**src/rtl/cdm_pkg.sv**
```systemverilog
// Shared types and constants for the concentric disk map unit.
// No dependencies; imported by every module under rtl.
`timescale 1ns / 1ps

package cdm_pkg;

	// Per-stage control carried along the cell chain
	typedef struct packed {
		logic valid;
	} cdm_ctl_t;

	localparam int MAX_ITERS  = 28;
	localparam int GUARD_BITS = 8;
	localparam int ANGLE_W    = 32;

	// CORDIC start gain, 1/K in Q30
	localparam logic [29:0] GAIN_Q30 = 30'd652032874;

	// Arctangent of 2^-i, binary angle with 2^32 units per turn
	localparam logic [ANGLE_W-1:0] ATAN_TAB [MAX_ITERS] = '{
		32'd536870912, 32'd316933406, 32'd167458907, 32'd85004756, 32'd42667331,
		32'd21354465, 32'd10679838, 32'd5340245, 32'd2670163, 32'd1335087,
		32'd667544, 32'd333772, 32'd166886, 32'd83443, 32'd41722, 32'd20861,
		32'd10430, 32'd5215, 32'd2608, 32'd1304, 32'd652, 32'd326, 32'd163,
		32'd81, 32'd41, 32'd20, 32'd10, 32'd5
	};

	// Quarter-turn codes applied after the CORDIC
	typedef enum logic [1:0] {
		QTR_0   = 2'd0,
		QTR_90  = 2'd1,
		QTR_180 = 2'd2,
		QTR_270 = 2'd3
	} cdm_qtr_t;

endpackage

```
**src/rtl/cdm_cordic_cell.sv**
```systemverilog
// One CORDIC rotation cell with a fixed shift and arctangent constant.
// Depends on cdm_pkg.
`timescale 1ns / 1ps

module cdm_cordic_cell #(
	parameter int ITER = 0,
	parameter int XW   = 27
) (
	input  logic                       clk,
	input  logic                       arst_n,
	input  logic                       en,
	input  cdm_pkg::cdm_ctl_t          ctl_in,
	input  logic signed [XW-1:0]       x_in,
	input  logic signed [XW-1:0]       y_in,
	input  logic signed [31:0]         z_in,
	input  logic [1:0]                 qtr_in,
	output cdm_pkg::cdm_ctl_t          ctl_out,
	output logic signed [XW-1:0]       x_out,
	output logic signed [XW-1:0]       y_out,
	output logic signed [31:0]         z_out,
	output logic [1:0]                 qtr_out
);
	import cdm_pkg::*;

	localparam logic signed [31:0] ATAN_C = $signed(ATAN_TAB[ITER]);

	logic signed [XW-1:0] dx;
	logic signed [XW-1:0] dy;

	assign dx = y_in >>> ITER;
	assign dy = x_in >>> ITER;

	always_ff @(posedge clk or negedge arst_n) begin
		if (!arst_n) begin
			ctl_out <= '0;
		end else if (en) begin
			ctl_out <= ctl_in;
		end
	end

	always_ff @(posedge clk) begin
		if (en) begin
			if (!z_in[31]) begin
				x_out <= x_in - dx;
				y_out <= y_in + dy;
				z_out <= z_in - ATAN_C;
			end else begin
				x_out <= x_in + dx;
				y_out <= y_in - dy;
				z_out <= z_in + ATAN_C;
			end
			qtr_out <= qtr_in;
		end
	end

endmodule

```
**config.mk**
```make
export PLATFORM = sky130hd
export DESIGN_NAME = cdm_cordic_cell
export DESIGN_NICKNAME = d
export VERILOG_FILES = /design/src/rtl/cdm_pkg.sv /design/src/rtl/cdm_cordic_cell.sv
export SDC_FILE = /design/constraint.sdc
export NUM_CORES = 1
export LEC_CHECK = 0
export BUFFER_PORTS_ARGS = -buffer_cell sky130_fd_sc_hd__buf_2
export CAP_MARGIN = 15
export CORE_UTILIZATION = 57
export CTS_BUF_LIST = sky130_fd_sc_hd__clkbuf_8
export CTS_CLUSTER_DIAMETER = 40
export DETAILED_ROUTE_END_ITERATION = 7
export GPL_ROUTABILITY_DRIVEN = 0
export PLACE_DENSITY_LB_ADDON = 0.15
export RECOVER_POWER = 100
export SYNTH_ARGS = -nofsm -noshare
export SYNTH_HDL_FRONTEND = slang
export SYNTH_SLANG_ARGS = --single-unit
export TNS_END_PERCENT = 5
```
**constraint.sdc**
```tcl
create_clock -name clk -period 1.1 [get_ports clk]
set_input_delay 0.11 -clock clk [delete_from_list [all_inputs] [get_ports clk]]
set_output_delay 0.11 -clock clk [all_outputs]
set_load 0.03 [all_outputs]
```
==> run_results.csv, run 1 <==
group,metric,value,unit
synthesis,synthCells,785,
global_routing,globalRouteTotalUtil,81.1,%
timing,grt-worst-endpoint,"x_out[24]$_DFFE_PP_/D",
global_routing,overflow,127,
clock_network,htreeDepth,3,
synthesis,yosysUniqueCellTypes,81,
synthesis,synth.largest_area_cell,"edfxtp_1",
synthesis,synth_top_area_share,35.6,%
synthesis,synth_area,7340,um2
floorplanning,die_w,115,um
global_routing,grt_start_max_net_pins,25,
synthesis,synth-async-reset-ratio,1.14,%
placed_design,port-buffer-count,180,
synthesis,synth_area_leaders,"edfxtp_1 (36%), ha_1 (13%), a21oi_1 (5.7%)",
floorplanning,core.rowCount,41,
run_status,stop_error,"[ERROR GRT-0232] Routing congestion too high. Check the congestion heatmap in the GUI.",
placed_design,dp_slack,-1780,ps
synthesis,synthTopCellsByCount,"edfxtp_1 (87), a21oi_1 (83), ha_1 (78)",
synthesis,synthMostInstantiatedCell,"edfxtp_1",
synthesis,synth-seq-area-share,36.0,%
timing,worst-endpoint-pin-kind,"register data pin",
synthesis,yosys_register_bits,88,
clock_network,cts.root.buffer_cell,"clkbuf_8",
floorplanning,die_h,115,um
synthesis,synth_edf_count,87,
synthesis,ys_warn_count,0,
synthesis,avgSynthCellArea,9.34,um2
placed_design,dp_hpwl,20.0,mm
clock_network,ctsLongestPathBuffers,2,
floorplanning,num_io_pins,181,
run_status,stop_stage,"global routing",
synthesis,ys.flop_type,"edfxtp_1",
run_status,status,"stopped before the end",
synthesis,syn_nets,959,
clock_network,clock_sinks,88,
floorplanning,initial_core_util,58.4,%
clock_network,numCtsBuffers,9,
placed_design,placed_cells,1361,
routing by layer:
metal | overflow | track usage (%)
met5 | 0 | 20.7
met4 | 47 | 86.2
met3 | 2 | 65.5
met2 | 77 | 97.6
met1 | 1 | 80.7
metrics by stage:
stage	setup TNS, ps	hold WS (ps)	instance area [um2]
floorplan	-40310	-186	7420
global placement	-61610	-115	10400
detailed placement	-65120	-114	10400
CTS	-41550	7.07	11200
what timing repair did:
item	CTS
gates resized for setup	62
buffers inserted	8
gates cloned	0
hold buffers	33
pin swaps	24
setup endpoints to repair	59
endpoints found under the hold margin	33
cells by family after synthesis:
logic type,count (synthesis),synth area share (%)
mux,13,1.81
compound gates,242,22.7
simple gates,193,12.6
fa+ha+maj,82,14.4
flops,88,36.0
buf+inv,117,6.60
xor+xnor,50,5.97
==> run 2: changes to the inputs <==
--- a/config.mk
+++ b/config.mk
@@ -7,9 +7,7 @@
 export LEC_CHECK = 0
 export BUFFER_PORTS_ARGS = -buffer_cell sky130_fd_sc_hd__buf_2
 export CAP_MARGIN = 15
-export CORE_UTILIZATION = 57
-export CTS_BUF_LIST = sky130_fd_sc_hd__clkbuf_8
-export CTS_CLUSTER_DIAMETER = 40
+export CORE_UTILIZATION = 40
 export DETAILED_ROUTE_END_ITERATION = 7
 export GPL_ROUTABILITY_DRIVEN = 0
 export PLACE_DENSITY_LB_ADDON = 0.15
==> run_results.csv, run 2 <==
group,metric,value,unit
timing,layout_min_cycle_time,2110,ps
timing,slew_violations,0,
cells_and_area,area_growth,59.4,%
cells_and_area,biggestRegsByFlops,"z_out (32), y_out (27), x_out (26)",
synthesis,syn_nets,959,
synthesis,synthMostInstantiatedCell,"edfxtp_1",
timing,rsz0062_at_grt,"yes",
route,firstDrtPassIters,5,
floorplanning,num_io_pins,181,
route,drcViolationCount,0,
placed_design,placed_cells,1438,
placed_design,post_dp_cell_area,10600,um2
route,vias,7795,
cells_and_area,final_cell_count_no_fill,1489,
placed_design,dp_hpwl,20.1,mm
clock_network,numCtsBuffers,9,
synthesis,synth_compound_gate_area_share,22.7,%
run_status,violations,"negative setup slack",
synthesis,avgSynthCellArea,9.34,um2
floorplanning,die_w,137,um
synthesis,synthMuxAreaShare,1.81,%
synthesis,yosysUniqueCellTypes,81,
global_routing,overflow,0,
clock_network,clock_latency,340,ps
pwr,worst_ir_drop_vdd,0.00115,V
clock_network,htreeDepth,3,
cells_and_area,fin_nets,1429,
setup_path,slowest_stage,"a2111oi_4",
clock_network,cts_tree,"built",
pwr,power-per-cell-area,1170,nW/um2
global_routing,globalRouteTotalUtil,26.1,%
route,antenna_left,0,
synthesis,synth_xor_area_share,5.97,%
global_routing,antenna_found_initial,0,
synthesis,synthTopCellsByCount,"edfxtp_1 (87), a21oi_1 (83), ha_1 (78)",
route,postRouteWirelength,25.1,mm
cells_and_area,num_antenna_cells,0,
synthesis,synth-async-reset-ratio,1.14,%
synthesis,ys_warn_count,0,
floorplanning,die_h,137,um
synthesis,synth-seq-area-share,36.0,%
synthesis,synth-simple-area-share,12.6,%
cells_and_area,top_register,"z_out",
global_routing,grt_start_max_net_pins,31,
synthesis,synth_top_family_by_area,"compound AO/OA/AOI/OAI gates",
synthesis,synth_top_area_share,35.6,%
synthesis,synth_fa_ha_area_share,14.4,%
synthesis,synth.largest_area_cell,"edfxtp_1",
floorplanning,core.rowCount,49,
hold_path,hp-class,"in -> async",
floorplanning,core-area,18000,um2
cells_and_area,design_area,11700,um2
timing,fmax,473,MHz
setup_path,end_kind,"flip-flop",
clock_network,cts.root.buffer_cell,"clkbuf_16",
synthesis,yosys_register_bits,88,
timing,layout_setup_ws,-1010,ps
setup_path,path_common_cell,"buf_4",
synthesis,ys.flop_type,"edfxtp_1",
timing,fin_skew,0,ps
pwr,leakage,5.38,nW
cells_and_area,final_cell_mix,"buf_4 (272), clkbuf_2 (90), edfxtp_1 (87)",
synthesis,synthCells,785,
global_routing,grt_pass1_wl,37.9,mm
timing,hold_viol_final,0,
timing,max_slew_margin,60.6,%
floorplanning,die_area,18900,um2
clock_network,path_clk_slew,70,ps
setup_path,crit_type,"in -> reg",
setup_path,crit_chain,"buf_2 -> inv_1 -> ha_1 -> buf_4 -> buf_4 -> nand2_1 -> o21a_1 -> nand3b_1 -> a311oi_2 -> nor2_1 -> buf_4 -> a2111oi_4 -> a21oi_2 -> xnor2_1",
setup_path,cp-start-kind,"input pin",
placed_design,dp_slack,-1590,ps
flow_run,cap_violations,0,
route,wl_per_cell,16.9,um
run_status,status,"finished with violations",
clock_network,ctsLongestPathBuffers,2,
timing,worst_slew_pin_slew,591,ps
timing,fin_tns_setup,-36900,ps
cells_and_area,largest_register_ffs,32,
global_routing,first_global_vias,7371,
setup_path,slowest_delay,330,ps
clock_network,clock_sinks,88,
route,drt_iter0_markers,544,
setup_path,cp_data_required_time,1190,ps
timing,finalCritPeriodShare,192,%
setup_path,crit_fanout,5,
synthesis,synth_edf_count,87,
synthesis,synth_area_leaders,"edfxtp_1 (36%), ha_1 (13%), a21oi_1 (5.7%)",
cells_and_area,fillerInstances,1492,
cells_and_area,layout_commonest_cell,"buf_4",
floorplanning,initial_core_util,40.8,%
synthesis,synth_area,7340,um2
route,via_per_inst,5.24,
placed_design,port-buffer-count,180,
setup_path,crit_arrival,2210,ps
cells_and_area,drive_above_1_share,46.3,%
timing,setup_viol,49,
[run 2: cell counts after synthesis]
No cell type changed its count.
[run 2: what timing repair did]
action	CTS	global route
gates resized for setup	65	41
pin swaps	32	11
setup buffers	1	1
hold buffers	33	0
hold endpoints to repair	33	0
endpoints found under the setup margin	48	50
[run 2: worst max-delay path: cells and delay by family]
family | cells | cell delay [ps]
fa+ha+maj | 1 | 290
simple gates | 3 | 310
compound gates | 4 | 790
xor+xnor | 1 | 130
buf+inv | 5 | 590
[run 2: metrics by stage]
step	hold slack [ps]	utilization (%)	power, mW
global placement	-106	59.2	10.1
CTS	62.6	64.4	13.5
detailed placement	-107	59.2	10.2
finish	69.0	65.1	13.6
floorplan	-186	-	7.60
global route	89.8	65.1	14.3
[run 2: power breakdown]
part,total (mW),switching [mW],internal [mW]
clock network,3.03,1.43,1.60
registers,4.42,0.138,4.28
logic,6.19,3.54,2.65
total,13.6,5.11,8.54
[run 2: path summary, 6_finish.rpt]
check                               from        end  slack, ps  cells past startpoint
worst min register to register   ctl_out    ctl_out        550                      1
worst max register to register   ctl_out    ctl_out        330                      1
max in group asynchronous         arst_n    ctl_out        920                      2
min in group clk                z_in[29]  z_out[29]        100                      2
worst min-delay path              arst_n    ctl_out         70                      2
worst max-delay path            x_in[15]  x_out[24]      -1010                     14
[run 2: final cells by class]
class	count	area [um2]	share of cell area [%]
Timing Repair Buffer	494	3420	29.2
Sequential cell	88	2640	22.6
Inverter	82	313	2.67
Multi-Input combinational cell	580	4740	40.5
Tap cell	229	287	2.45
Clock buffer	9	225	1.93
Clock inverter	7	72.6	0.620
[run 2: cells by family (layout without fill, tap and decap cells)]
family | Yosys count | after routing
flops | 88 | 88
xor+xnor | 50 | 50
simple gates | 193 | 193
buf+inv | 117 | 592
mux | 13 | 13
compound gates | 242 | 242
fa+ha+maj | 82 | 82
[run 2: layer usage]
layer | routed length [um] | share of wire [%] | track usage, %
met1 | 11300 | 45 | 36.0
met2 | 11400 | 45 | 41.9
met3 | 1950 | 7.8 | 4.23
met4 | 537 | 2.1 | 7.63
met5 | 0 | 0 | 0
No activity file was read; power rests on OpenSTA's default activity.
