[src/rtl/cdm_pkg.sv]
// Shared types and constants for the concentric disk map unit.
// No dependencies; imported by every module under rtl.
`timescale 1ns / 1ps

package cdm_pkg;

	// Per-stage control carried along the cell chain
	typedef struct packed {
		logic valid;
	} cdm_ctl_t;

	localparam int MAX_ITERS  = 28;
	localparam int GUARD_BITS = 8;
	localparam int ANGLE_W    = 32;

	// CORDIC start gain, 1/K in Q30
	localparam logic [29:0] GAIN_Q30 = 30'd652032874;

	// Arctangent of 2^-i, binary angle with 2^32 units per turn
	localparam logic [ANGLE_W-1:0] ATAN_TAB [MAX_ITERS] = '{
		32'd536870912, 32'd316933406, 32'd167458907, 32'd85004756, 32'd42667331,
		32'd21354465, 32'd10679838, 32'd5340245, 32'd2670163, 32'd1335087,
		32'd667544, 32'd333772, 32'd166886, 32'd83443, 32'd41722, 32'd20861,
		32'd10430, 32'd5215, 32'd2608, 32'd1304, 32'd652, 32'd326, 32'd163,
		32'd81, 32'd41, 32'd20, 32'd10, 32'd5
	};

	// Quarter-turn codes applied after the CORDIC
	typedef enum logic [1:0] {
		QTR_0   = 2'd0,
		QTR_90  = 2'd1,
		QTR_180 = 2'd2,
		QTR_270 = 2'd3
	} cdm_qtr_t;

endpackage

[src/rtl/cdm_div_cell.sv]
// One restoring-division cell: produces one quotient bit per cycle while en is high.
// Depends on cdm_pkg.
`timescale 1ns / 1ps

module cdm_div_cell #(
	parameter int FRAC_BITS = 16,
	parameter int SIDE_W    = 21
) (
	input  logic                   clk,
	input  logic                   arst_n,
	input  logic                   en,
	input  cdm_pkg::cdm_ctl_t      ctl_in,
	input  logic [FRAC_BITS:0]     rem_in,
	input  logic [FRAC_BITS:0]     low_in,
	input  logic [FRAC_BITS:0]     quo_in,
	input  logic [FRAC_BITS:0]     den_in,
	input  logic [SIDE_W-1:0]      side_in,
	output cdm_pkg::cdm_ctl_t      ctl_out,
	output logic [FRAC_BITS:0]     rem_out,
	output logic [FRAC_BITS:0]     low_out,
	output logic [FRAC_BITS:0]     quo_out,
	output logic [FRAC_BITS:0]     den_out,
	output logic [SIDE_W-1:0]      side_out
);
	import cdm_pkg::*;

	logic [FRAC_BITS+1:0] trial;
	logic [FRAC_BITS+1:0] diff;
	logic                 take;

	// bring down the next numerator bit and try the subtract
	assign trial = {rem_in, low_in[FRAC_BITS]};
	assign diff  = trial - {1'b0, den_in};
	assign take  = trial >= {1'b0, den_in};

	always_ff @(posedge clk or negedge arst_n) begin
		if (!arst_n) begin
			ctl_out <= '0;
		end else if (en) begin
			ctl_out <= ctl_in;
		end
	end

	always_ff @(posedge clk) begin
		if (en) begin
			rem_out  <= take ? diff[FRAC_BITS:0] : trial[FRAC_BITS:0];
			low_out  <= {low_in[FRAC_BITS-1:0], 1'b0};
			quo_out  <= {quo_in[FRAC_BITS-1:0], take};
			den_out  <= den_in;
			side_out <= side_in;
		end
	end

endmodule

[config.mk]
export PLATFORM = sky130hd
export DESIGN_NAME = cdm_div_cell
export DESIGN_NICKNAME = d
export VERILOG_FILES = /design/src/rtl/cdm_pkg.sv /design/src/rtl/cdm_div_cell.sv
export SDC_FILE = /design/constraint.sdc
export NUM_CORES = 1
export LEC_CHECK = 0
export BUFFER_PORTS_ARGS = -buffer_cell sky130_fd_sc_hd__buf_2
export CORE_ASPECT_RATIO = 0.6
export CORE_MARGIN = 2
export CORE_UTILIZATION = 46
export DETAILED_ROUTE_END_ITERATION = 8
export PLACE_DENSITY = 0.79
export RECOVER_POWER = 100
export REMOVE_ABC_BUFFERS = 1
export SLEW_MARGIN = 30
export SYNTH_ARGS = -nofsm -noshare
export SYNTH_HDL_FRONTEND = slang
export SYNTH_SLANG_ARGS = --single-unit
export TNS_END_PERCENT = 30
[constraint.sdc]
create_clock -name clk -period 0.8 [get_ports clk]
set_input_delay 0.16 -clock clk [delete_from_list [all_inputs] [get_ports clk]]
set_output_delay 0.16 -clock clk [all_outputs]
set_load 0.02 [all_outputs]
== Word-level counts from Yosys, hierarchy flattened ==
Index checks and enable logic that the tools add are counted.
Widths: inputs -> output; s select.

* Add/sub/neg operators: 1
* $lt $le $gt $ge: 1
* Multiplexer cells: 1

{| class="wikitable"
|+ Operator list
! cell !! number
|-
| $ge 18x17->1 || 1
|-
| $mux 17 || 1
|-
| $sub 17x17->17 || 1
|}

* Bits in registers: 89
* Logic and storage cells: 9

== Depth between registers and ports, before layout ==
Gate-level depths: netlist of run 1.

* Depth in word-level cells: 2
* Depth in mapped cells: 12

== Worst setup path after synthesis of run 1 ==
No wires, ideal clock.

* Kind: in2reg
* Start point: in low_in[16]
* End point: reg rem_out[10], data pin
* Data arrival time: 2.008 ns
* Data required time: 0.540 ns
* Path slack: -1.468 ns
* Stages: 12
* Path through: inv_1 ha_1 inv_1 fa_1 a21oi_1 or3_4 a21oi_4 o21bai_4 and2_4 buf_12 inv_12 mux2_4

* Cells in the longest elaborated chain, start to end: 2
* Elaborated cells on any way between the ends: 3
* Classes of those cells: 1 x add/sub; 1 x order compare; 1 x mux

{| class="wikitable"
|+ Ends and longest elaborated chain
! what !! line !! RTL
|-
| from (decl) || cdm_div_cell.sv:14 || <nowiki>input logic [FRAC_BITS:0] low_in,</nowiki>
|-
| $ge 18x17->1 || cdm_div_cell.sv:34 || <nowiki>assign take = trial >= {1'b0, den_in};</nowiki>
|-
| net take || cdm_div_cell.sv:29 || <nowiki>logic take;</nowiki>
|-
| $mux 17 || cdm_div_cell.sv:46 || <nowiki>rem_out <= take ? diff[FRAC_BITS:0] : trial[FRAC_BITS:0];</nowiki>
|-
| to (signal assigned) || cdm_div_cell.sv:46 ||
|-
| to (decl) || cdm_div_cell.sv:19 || <nowiki>output logic [FRAC_BITS:0] rem_out,</nowiki>
|}

The timed path passes the listed nets, and every way through them passes these cells.
A chain may end at the register's enable or synchronous reset.

== Worst setup path in the final report of run 1 ==
* Start point: in den_in[0]
* End point: reg rem_out[16], data pin

* Cells in the longest elaborated chain, start to end: 2
* Elaborated cells on any way between the ends: 3
* Classes of those cells: 1 x add/sub; 1 x order compare; 1 x mux

{| class="wikitable"
|+ Ends and longest elaborated chain
! what !! line !! RTL
|-
| from (decl) || cdm_div_cell.sv:16 || <nowiki>input logic [FRAC_BITS:0] den_in,</nowiki>
|-
| $sub 17x17->17 or $ge 18x17->1 (tied branches) || cdm_div_cell.sv:33, cdm_div_cell.sv:34 ||
|-
| $mux 17 * || cdm_div_cell.sv:46 ||
|}

Mark *: on every way between the ends. The rest lies on a longest branch, timed or not.

==> results of run 1 <==
[worst max path at each step]
stage | depth (start not counted) | slack, ns | startpoint | to
6_report | 12 | -1.11 | den_in[0] | rem_out[16]
4_1_cts | 11 | -1.13 | den_in[0] | rem_out[6]
3_5_place_dp | 12 | -1.65 | low_in[16] | rem_out[7]
2_1_floorplan | 11 | -1.45 | low_in[16] | rem_out[10]
5_1_grt | 12 | -1.18 | low_in[16] | rem_out[6]
3_3_place_gp | 12 | -1.57 | low_in[16] | rem_out[9]
[cells in the mapped netlist, types with 2 or more instances]
cell / instances
a21boi_0: 3
a21o_1: 3
a21oi_1: 13
and2_1: 3
edfxtp_1: 88
ha_1: 17
inv_1: 22
mux2_4: 10
nand2_1: 9
nand2b_1: 3
nand3_1: 7
nor2_1: 6
nor3_1: 4
o21a_1: 2
o21ai_0: 7
o21bai_1: 2
o2bb2ai_1: 2
o31ai_2: 3
xnor2_1: 8
xor2_1: 3
[what timing repair did]
item                                   4_1_cts  5_1_grt
gates cloned                                 1        0
pin swaps                                   12        8
setup buffers                                5        4
setup endpoints to repair                  107      107
gates resized for setup                     48       42
endpoints found under the hold margin       45        1
hold buffers                                45        1
[flip-flops by register name, summed over array words and instances (netlist names)]
signal    flops
rem_out      17
low_out      16
quo_out      17
den_out      17
ctl_out       1
side_out     21
[per-layer routing]
| layer | share of wire [%] | up-vias | GRT usage (%) |
|---|---|---|---|
| met5 | 0 | - | 0 |
| met4 | 1.6 | 0 | 7.15 |
| met2 | 51 | 144 | 43.8 |
| li1 | - | 1552 | - |
| met3 | 8.3 | 22 | 7.58 |
| met1 | 40 | 1571 | 30.2 |
[layout make-up]
| class | count | area, um2 | share of cell area (%) |
|---|---|---|---|
| tap | 108 | 135 | 2.07 |
| timing repair inverter | 1 | 11.3 | 0.172 |
| clock inverter | 6 | 50.0 | 0.766 |
| clock buffer | 10 | 229 | 3.50 |
| timing repair buffer | 300 | 2060 | 31.6 |
| sequential | 89 | 2670 | 40.8 |
| multi-input combinational | 130 | 1280 | 19.6 |
| inverter | 23 | 101 | 1.55 |
[through the flow]
| stage | setup TNS (ns) | hold slack, ns | std cells |
|---|---|---|---|
| detailed placement | -34.33 | -0.0642 | 596 |
| global route | -43.79 | 0.000934 | 667 |
| floorplan | -23.97 | -0.136 | 242 |
| CTS | -40.41 | 0.000787 | 662 |
| global placement | -31.41 | -0.0647 | 596 |
| finish | -39.99 | 0.00753 | 667 |
[power by group]
group	total (mW)	internal [mW]	leakage (nW)	switching [mW]
combinational	3.35	1.65	1.91	1.71
sequential	5.79	5.65	0.873	0.149
clock	3.98	2.14	0.130	1.84
[cell families (layout without fill, tap and decap cells)]
family	after synthesis	count (layout)
flops	89	89
compound gates	47	47
simple gates	41	41
buf+inv	25	340
fa+ha+maj	18	18
mux	12	12
xor+xnor	11	11
other cells	1	1
==> results.json, run 1 <==
{
  "synth-simple-area-share_pct": 5.72,
  "cts_root_buf": "clkbuf_16",
  "path_buf_inv": 4,
  "post-route-drc-count": 0,
  "synth_top_cell_area_share_pct": 68.2,
  "crit_top_cell": "a21oi_4",
  "yosysSeqAreaShare_pct": 68.9,
  "drt_iter0_drc": 167,
  "start_kind": "input port",
  "synth_edf_count": 88,
  "rsz0062_at_grt": "yes",
  "synth_top_family_by_area": "compound AO/OA/AOI/OAI gates",
  "hold_class": "in2reg",
  "nFillCells": 466,
  "clock_path_buffers": 2,
  "async_reset_ff_share_pct": 1.12,
  "worstRegToRegCells": 1,
  "area_growth_pct": 68.8,
  "muxShareOfSynthArea_pct": 4.43,
  "hpwl_mm": 7.46,
  "arrival_ns": 2.00,
  "boundaryPins": 183,
  "r2r_slack_ns": 0.05,
  "cp.required_ns": 0.89,
  "routed-via-count": 3289,
  "initial_core_util_pct": 48.4,
  "drive_above_1_share_pct": 56.0,
  "cp_slowest_stage_delay_ns": 0.35,
  "timing.rr.start": "ctl_out",
  "stdcell_area_um2": 6540,
  "powerDensity_nw_per_um2": 2010,
  "cts_buffers": 9,
  "netlist_area_um2": 3870,
  "rows": 25,
  "period_minus_slack_ns": 1.91,
  "max_freq_mhz": 524,
  "synth-compound-area-share_pct": 9.11,
  "gp_congestion": 0.846,
  "rr_endpoint": "ctl_out",
  "pre_cts_ws_ns": -1.65,
  "cts_tree": "yes",
  "skew_ns": 0,
  "mostFrequentLayoutCell": "buf_2",
  "coreArea_um2": 8010,
  "yosysWarnings": 0,
  "grt_usage_pct": 24.8,
  "grt_pass1_wl_mm": 16.8,
  "syn_area_per_cell_um2": 15.9,
  "min_to": "side_out[11]",
  "antenna_found_initial": 0,
  "synthAdderAreaFrac_pct": 6.01,
  "diodes": 0,
  "htree_levels": 3,
  "synth_seq_cells": 89,
  "power_mw": 13.1,
  "die_area_um2": 9190,
  "worstHoldStart": "side_in[11]",
  "cp_slowest_cell": "or3_4",
  "finalNetCount": 665,
  "synth_area_leaders": "edfxtp_1, ha_1, mux2_4, inv_1, xnor2_1",
  "power_leakage_nw": 2.91,
  "violations": "negative setup slack",
  "synth_xor_area_share_pct": 2.49,
  "final_max_slew_viol_count": 0,
  "yosys_most_used_dff": "edfxtp_1",
  "die_y_um": 75.1,
  "avgViaCountPerCell": 4.93,
  "utilization_pct": 81.6,
  "syn_inst": 244,
  "grt_pass1_vias": 3339,
  "status": "finished with violations",
  "final_cell_mix": "buf_2, edfxtp_1, buf_4",
  "crit_path_cell_trace": "buf_6 -> ha_4 -> inv_2 -> fa_2 -> a21oi_4 -> or3_4 -> a21oi_4 -> o21bai_4 -> and2_4 -> buf_4 -> buf_8 -> o2bb2ai_2",
  "hold_path_depth": 1,
  "ir_worst_vdd_v": 0.00117,
  "grt_overflow_total": 0,
  "cts_sinks": 89,
  "worst-setup-path-type": "in2reg",
  "hold_viol_final": 0,
  "drt_pass1_iterations": 4,
  "worstSkewPairLatency_ns": 0.33,
  "clkTransAtPathRegs_ns": 0.07,
  "port_buffers": 180,
  "die_w_um": 122,
  "drv_cap": 0,
  "post-route-period-util_pct": 239,
  "wl_mm": 11.7,
  "ant_nets": 0,
  "yosys.area.top_type": "edfxtp_1",
  "setup_viol": 107,
  "drt-wirelength-per-cell_um": 17.5,
  "synthDistinctLibCells": 49,
  "grt_max_degree": 30,
  "path_max_fanout": 5,
  "worst_setup_path_end_kind": "flop",
  "placed_area_um2": 5420,
  "cp_top_family": "simple AND/OR/NAND/NOR gates",
  "worst_slack_ns": -1.11
}
Power figures use the tool's default switching activity.
==> run 2: changes to the inputs <==
--- a/config.mk
+++ b/config.mk
@@ -13,6 +13,7 @@
 export PLACE_DENSITY = 0.79
 export RECOVER_POWER = 100
 export REMOVE_ABC_BUFFERS = 1
+export SKIP_CTS_REPAIR_TIMING = 1
 export SLEW_MARGIN = 30
 export SYNTH_ARGS = -nofsm -noshare
 export SYNTH_HDL_FRONTEND = slang
==> constraint.sdc (replaced) <==
create_clock -name clk -period 0.8 [get_ports clk]
set_input_delay 0.16 -clock clk [delete_from_list [all_inputs] [get_ports clk]]
set_output_delay 0.16 -clock clk [all_outputs]
set_load 0.05 [all_outputs]
==> run 2 against run 1 <==
  * Routed wire length is 2.6% lower
  * Critical path depth stayed put
  * Combinational power is 26% higher
  * Highest routed layer unchanged
  * The run still ends with negative setup slack left
  * Die area stayed put
==> results.json, run 2 (same netlist as run 1, synthesis figures left out) <==
{
  "status": "finished with violations",
  "violations": "negative setup slack",
  "crit_top_cell": "a21oi_4",
  "instances_no_fill": 660,
  "grt_pass1_vias": 2955,
  "cp_top_family": "simple AND/OR/NAND/NOR gates",
  "hold_class": "in2reg",
  "port_buffers": 180,
  "cts_root_buf": "clkbuf_16",
  "rows": 25,
  "cp_slowest_cell": "or3_4",
  "final_cell_mix": "buf_2, edfxtp_1, buf_4",
  "max_freq_mhz": 514,
  "period_minus_slack_ns": 1.94,
  "antenna_found_initial": 0,
  "worst-setup-path-type": "in2reg",
  "path_buf_inv": 4,
  "clock_path_buffers": 2,
  "min_to": "side_out[0]",
  "drive_above_1_share_pct": 53.4,
  "mostFrequentLayoutCell": "buf_2",
  "boundaryPins": 183,
  "setup_viol": 107,
  "cp.required_ns": 0.89,
  "largest_reg_flops": 21,
  "skew_ns": 0,
  "arrival_ns": 2.04,
  "r2r_slack_ns": 0.01,
  "placed_cells": 596,
  "pre_cts_ws_ns": -1.65,
  "stdcell_area_um2": 6420,
  "gp_congestion": 0.846,
  "wl_mm": 11.4,
  "power_leakage_nw": 2.87,
  "rr_endpoint": "ctl_out",
  "grt_max_degree": 30,
  "worstRegToRegCells": 1,
  "drt_iter0_drc": 169,
  "initial_core_util_pct": 48.4,
  "cts_tree": "yes",
  "hold_ws_ns": 0.000824,
  "largest_register": "side_out",
  "nFillCells": 484,
  "cp_slowest_stage_delay_ns": 0.39,
  "ir_worst_vdd_v": 0.00117,
  "drt_pass1_iterations": 6,
  "final_max_slew_viol_count": 0,
  "htree_levels": 3,
  "rsz0062_at_grt": "yes",
  "hpwl_mm": 7.46,
  "hold_viol_final": 0,
  "drv_cap": 0,
  "path_max_fanout": 6,
  "crit_path_cell_trace": "buf_8 -> inv_4 -> ha_4 -> inv_2 -> fa_2 -> a21oi_4 -> or3_4 -> a21oi_4 -> o21bai_4 -> and2_4 -> inv_6 -> mux2_4",
  "area_growth_pct": 65.7,
  "placed_area_um2": 5420,
  "start_kind": "input port",
  "worstHoldStart": "side_in[0]",
  "avgViaCountPerCell": 4.89,
  "coreArea_um2": 8010,
  "drt-wirelength-per-cell_um": 17.2,
  "finalNetCount": 657,
  "cts_buffers": 9,
  "timing.rr.start": "ctl_out",
  "routed-via-count": 3227,
  "ant_nets": 0,
  "grt_usage_pct": 21.8,
  "worst_slack_ns": -1.14,
  "worstSkewPairLatency_ns": 0.33,
  "die_y_um": 75.1,
  "cts_sinks": 89,
  "post-route-period-util_pct": 243,
  "die_area_um2": 9190,
  "post-route-drc-count": 0,
  "hold_path_depth": 1,
  "clkTransAtPathRegs_ns": 0.07,
  "grt_pass1_wl_mm": 14.8,
  "grt_overflow_total": 0,
  "worst_setup_path_end_kind": "flop",
  "die_w_um": 122,
  "powerDensity_nw_per_um2": 2180
}
run 2: final cells by class:
class                   count  area, um2  area share [%]
well taps                 108        135            2.11
repair buffers            292       2050            31.9
repair inverters            1       8.76           0.136
inverters                  23        101            1.58
diodes                      1       2.50          0.0390
flip-flops and latches     89       2670            41.6
multi-input cells         130       1180            18.3
clock buffers              10        229            3.57
clock inverters             6       50.0           0.780
run 2: routing by layer:
metal / global-route usage [%] / routed length (um) / vias to the layer above / part of all wire [%]
met3: 7.05 / 929 / 11 / 8.2
li1: - / - / 1531 / -
met4: 5.62 / 86 / 0 / 0.76
met2: 36.3 / 5700 / 145 / 50
met5: 0 / 0 / - / 0
met1: 28.0 / 4650 / 1540 / 41
run 2: where the power goes:
part           internal, mW  switching (mW)
Clock                  2.14            1.82
Combinational          1.62            2.60
Sequential             5.65           0.165
run 2: worst max path at each step:
| stage | from | end | slack [ns] | depth (start not counted) |
|---|---|---|---|---|
| after floorplan | low_in[16] | rem_out[10] | -1.45 | 11 |
| after global placement | low_in[16] | rem_out[9] | -1.57 | 12 |
| after detailed placement | low_in[16] | rem_out[7] | -1.65 | 12 |
| after CTS | low_in[16] | rem_out[7] | -1.30 | 12 |
| after global routing | low_in[16] | rem_out[11] | -1.22 | 12 |
| final | low_in[16] | rem_out[7] | -1.14 | 12 |
run 2: metrics by stage:
| stage | total power, mW | TNS (ns) | util, % |
|---|---|---|---|
| finish | 14.0 | -43.88 | 80.1 |
| global route | 14.5 | -47.71 | 80.1 |
| CTS | 13.5 | -48.18 | 71.1 |
| detailed placement | 9.57 | -34.33 | 67.6 |
| global placement | 9.48 | -31.41 | 67.6 |
| floorplan | 8.26 | -24.13 | - |
==> run 3: changes to the inputs <==
--- a/config.mk
+++ b/config.mk
@@ -9,6 +9,7 @@
 export CORE_ASPECT_RATIO = 0.6
 export CORE_MARGIN = 2
 export CORE_UTILIZATION = 46
+export CTS_BUF_LIST = sky130_fd_sc_hd__clkbuf_4 sky130_fd_sc_hd__clkbuf_8 sky130_fd_sc_hd__clkbuf_16
 export DETAILED_ROUTE_END_ITERATION = 8
 export PLACE_DENSITY = 0.79
 export RECOVER_POWER = 100
==> constraint.sdc (replaced) <==
create_clock -name clk -period 2.1 [get_ports clk]
set_input_delay 0.21 -clock clk [delete_from_list [all_inputs] [get_ports clk]]
set_output_delay 0.21 -clock clk [all_outputs]
set_load 0.05 [all_outputs]
==> run 3 against run 2 <==
  * The flow now finishes without violations
  * Via count is 10% lower
  * Non-clock buffer count is 67 lower
  * Hold slack better by 0.039 ns
  * Register-to-register slack better by 1.3 ns
  * Routed wire length is 14% lower
  * Die area stayed put
  * Setup slack better by 1.2 ns
  * Largest power group unchanged
  * Highest routed layer unchanged
==> results.json, run 3 (same netlist as run 1, synthesis figures left out) <==
{
  "hold_class": "in2reg",
  "post-route-drc-count": 0,
  "die_area_um2": 9190,
  "cts_buffers": 9,
  "final_cell_mix": "buf_2, edfxtp_1, buf_4",
  "route.met3.wl_um": 852,
  "ant_nets": 0,
  "hold_ws_ns": 0.0394,
  "worst_setup_path_end_kind": "flop",
  "utilization_pct": 69.7,
  "path_buf_inv": 4,
  "htree_levels": 3,
  "cp.required_ns": 2.19,
  "power_leakage_nw": 2.53,
  "cp_top_family": "simple AND/OR/NAND/NOR gates",
  "cts_tree": "yes",
  "drt_pass1_iterations": 5,
  "coreArea_um2": 8010,
  "worst-setup-path-type": "in2reg",
  "power_mw": 5.23,
  "die_w_um": 122,
  "setup_viol": 0,
  "seqCellArea_um2": 2670,
  "largest_reg_flops": 21,
  "grt_usage_pct": 20.4,
  "maxUsedRoutingLayer": "met4",
  "mostFrequentLayoutCell": "buf_2",
  "drive_above_1_share_pct": 55.2,
  "wl_met2_mm": 4.69,
  "grt_pass1_vias": 2786,
  "drv_cap": 0,
  "post-route-period-util_pct": 99.7,
  "clkTransAtPathRegs_ns": 0.07,
  "drt-wirelength-per-cell_um": 16.6,
  "instances_no_fill": 592,
  "grt_max_degree": 48,
  "clock_path_buffers": 2,
  "powerDensity_nw_per_um2": 938,
  "skew_ns": 0,
  "finalNetCount": 590,
  "wl_met1_mm": 4.20,
  "period_minus_slack_ns": 2.09,
  "cp_slowest_stage_delay_ns": 0.40,
  "cp_slowest_cell": "or3_4",
  "cts_root_buf": "clkbuf_16",
  "hpwl_mm": 7.41,
  "start_kind": "input port",
  "antenna_found_initial": 0,
  "arrival_ns": 2.18,
  "avgViaCountPerCell": 4.89,
  "placed_cells": 572,
  "multi_input_area_um2": 1100,
  "diodes": 0,
  "status": "completed",
  "hold_viol_final": 0,
  "grt_pass1_wl_mm": 13.7,
  "port_buffers": 180,
  "worstSkewPairLatency_ns": 0.33,
  "area_growth_pct": 44.0,
  "boundaryPins": 183,
  "largest_register": "side_out",
  "die_y_um": 75.1,
  "initial_core_util_pct": 48.4,
  "grt_overflow_total": 0,
  "path_max_fanout": 6,
  "drt_iter0_drc": 162,
  "gp_congestion": 0.862,
  "crit_path_cell_trace": "buf_2 -> inv_2 -> ha_2 -> inv_2 -> fa_2 -> a21oi_4 -> or3_4 -> a21oi_4 -> o21bai_4 -> and2_4 -> inv_12 -> mux2_4",
  "final_max_slew_viol_count": 0,
  "max_freq_mhz": 478,
  "nFillCells": 583,
  "wl_mm": 9.83,
  "ir_worst_vdd_v": 0.000421,
  "routed-via-count": 2897,
  "rows": 25,
  "cts_sinks": 89,
  "rsz0062_at_grt": "yes"
}
[run 3: final timing paths]
path	from	end	slack, ns	depth (start not counted)
setup / recovery	low_in[16]	rem_out[9]	0.007	12
hold / removal	low_in[0]	low_out[1]	0.04	1
setup reg to reg	ctl_out	ctl_out	1.35	1
hold reg to reg	ctl_out	ctl_out	0.52	1
max in group asynchronous	arst_n	ctl_out	1.85	2
min in group asynchronous	arst_n	ctl_out	0.16	2
[run 3: power by group]
group	internal (mW)	leakage (nW)	switching (mW)
Clock	0.954	0.153	0.696
Combinational	0.444	1.51	0.945
Sequential	2.15	0.873	0.0451
[run 3: layer usage]
metal / vias up / global-route usage (%)
met4: 0 / 7.15
li1: 1394 / -
met5: - / 0
met2: 132 / 33.1
met3: 9 / 7.20
met1: 1362 / 26.0
[run 3: area by class of cell]
type,count,share of cell area (%)
Multi-Input combinational cell,130,19.8
Clock inverter,6,1.37
Inverter,23,1.77
Sequential cell,89,47.8
Timing Repair inverter,1,0.202
Clock buffer,10,4.17
Tap cell,108,2.42
Timing Repair Buffer,225,22.4
[run 3: metrics by stage]
stage	instance area (um2)	setup WS [ns]	TNS, ns
2_1_floorplan	3840	-0.204	-2.00
3_3_place_gp	5210	-0.315	-4.27
3_5_place_dp	5210	-0.418	-6.05
4_1_cts	5520	-0.0693	-0.558
5_1_grt	5580	-0.0342	-0.274
6_report	5580	0.00696	0
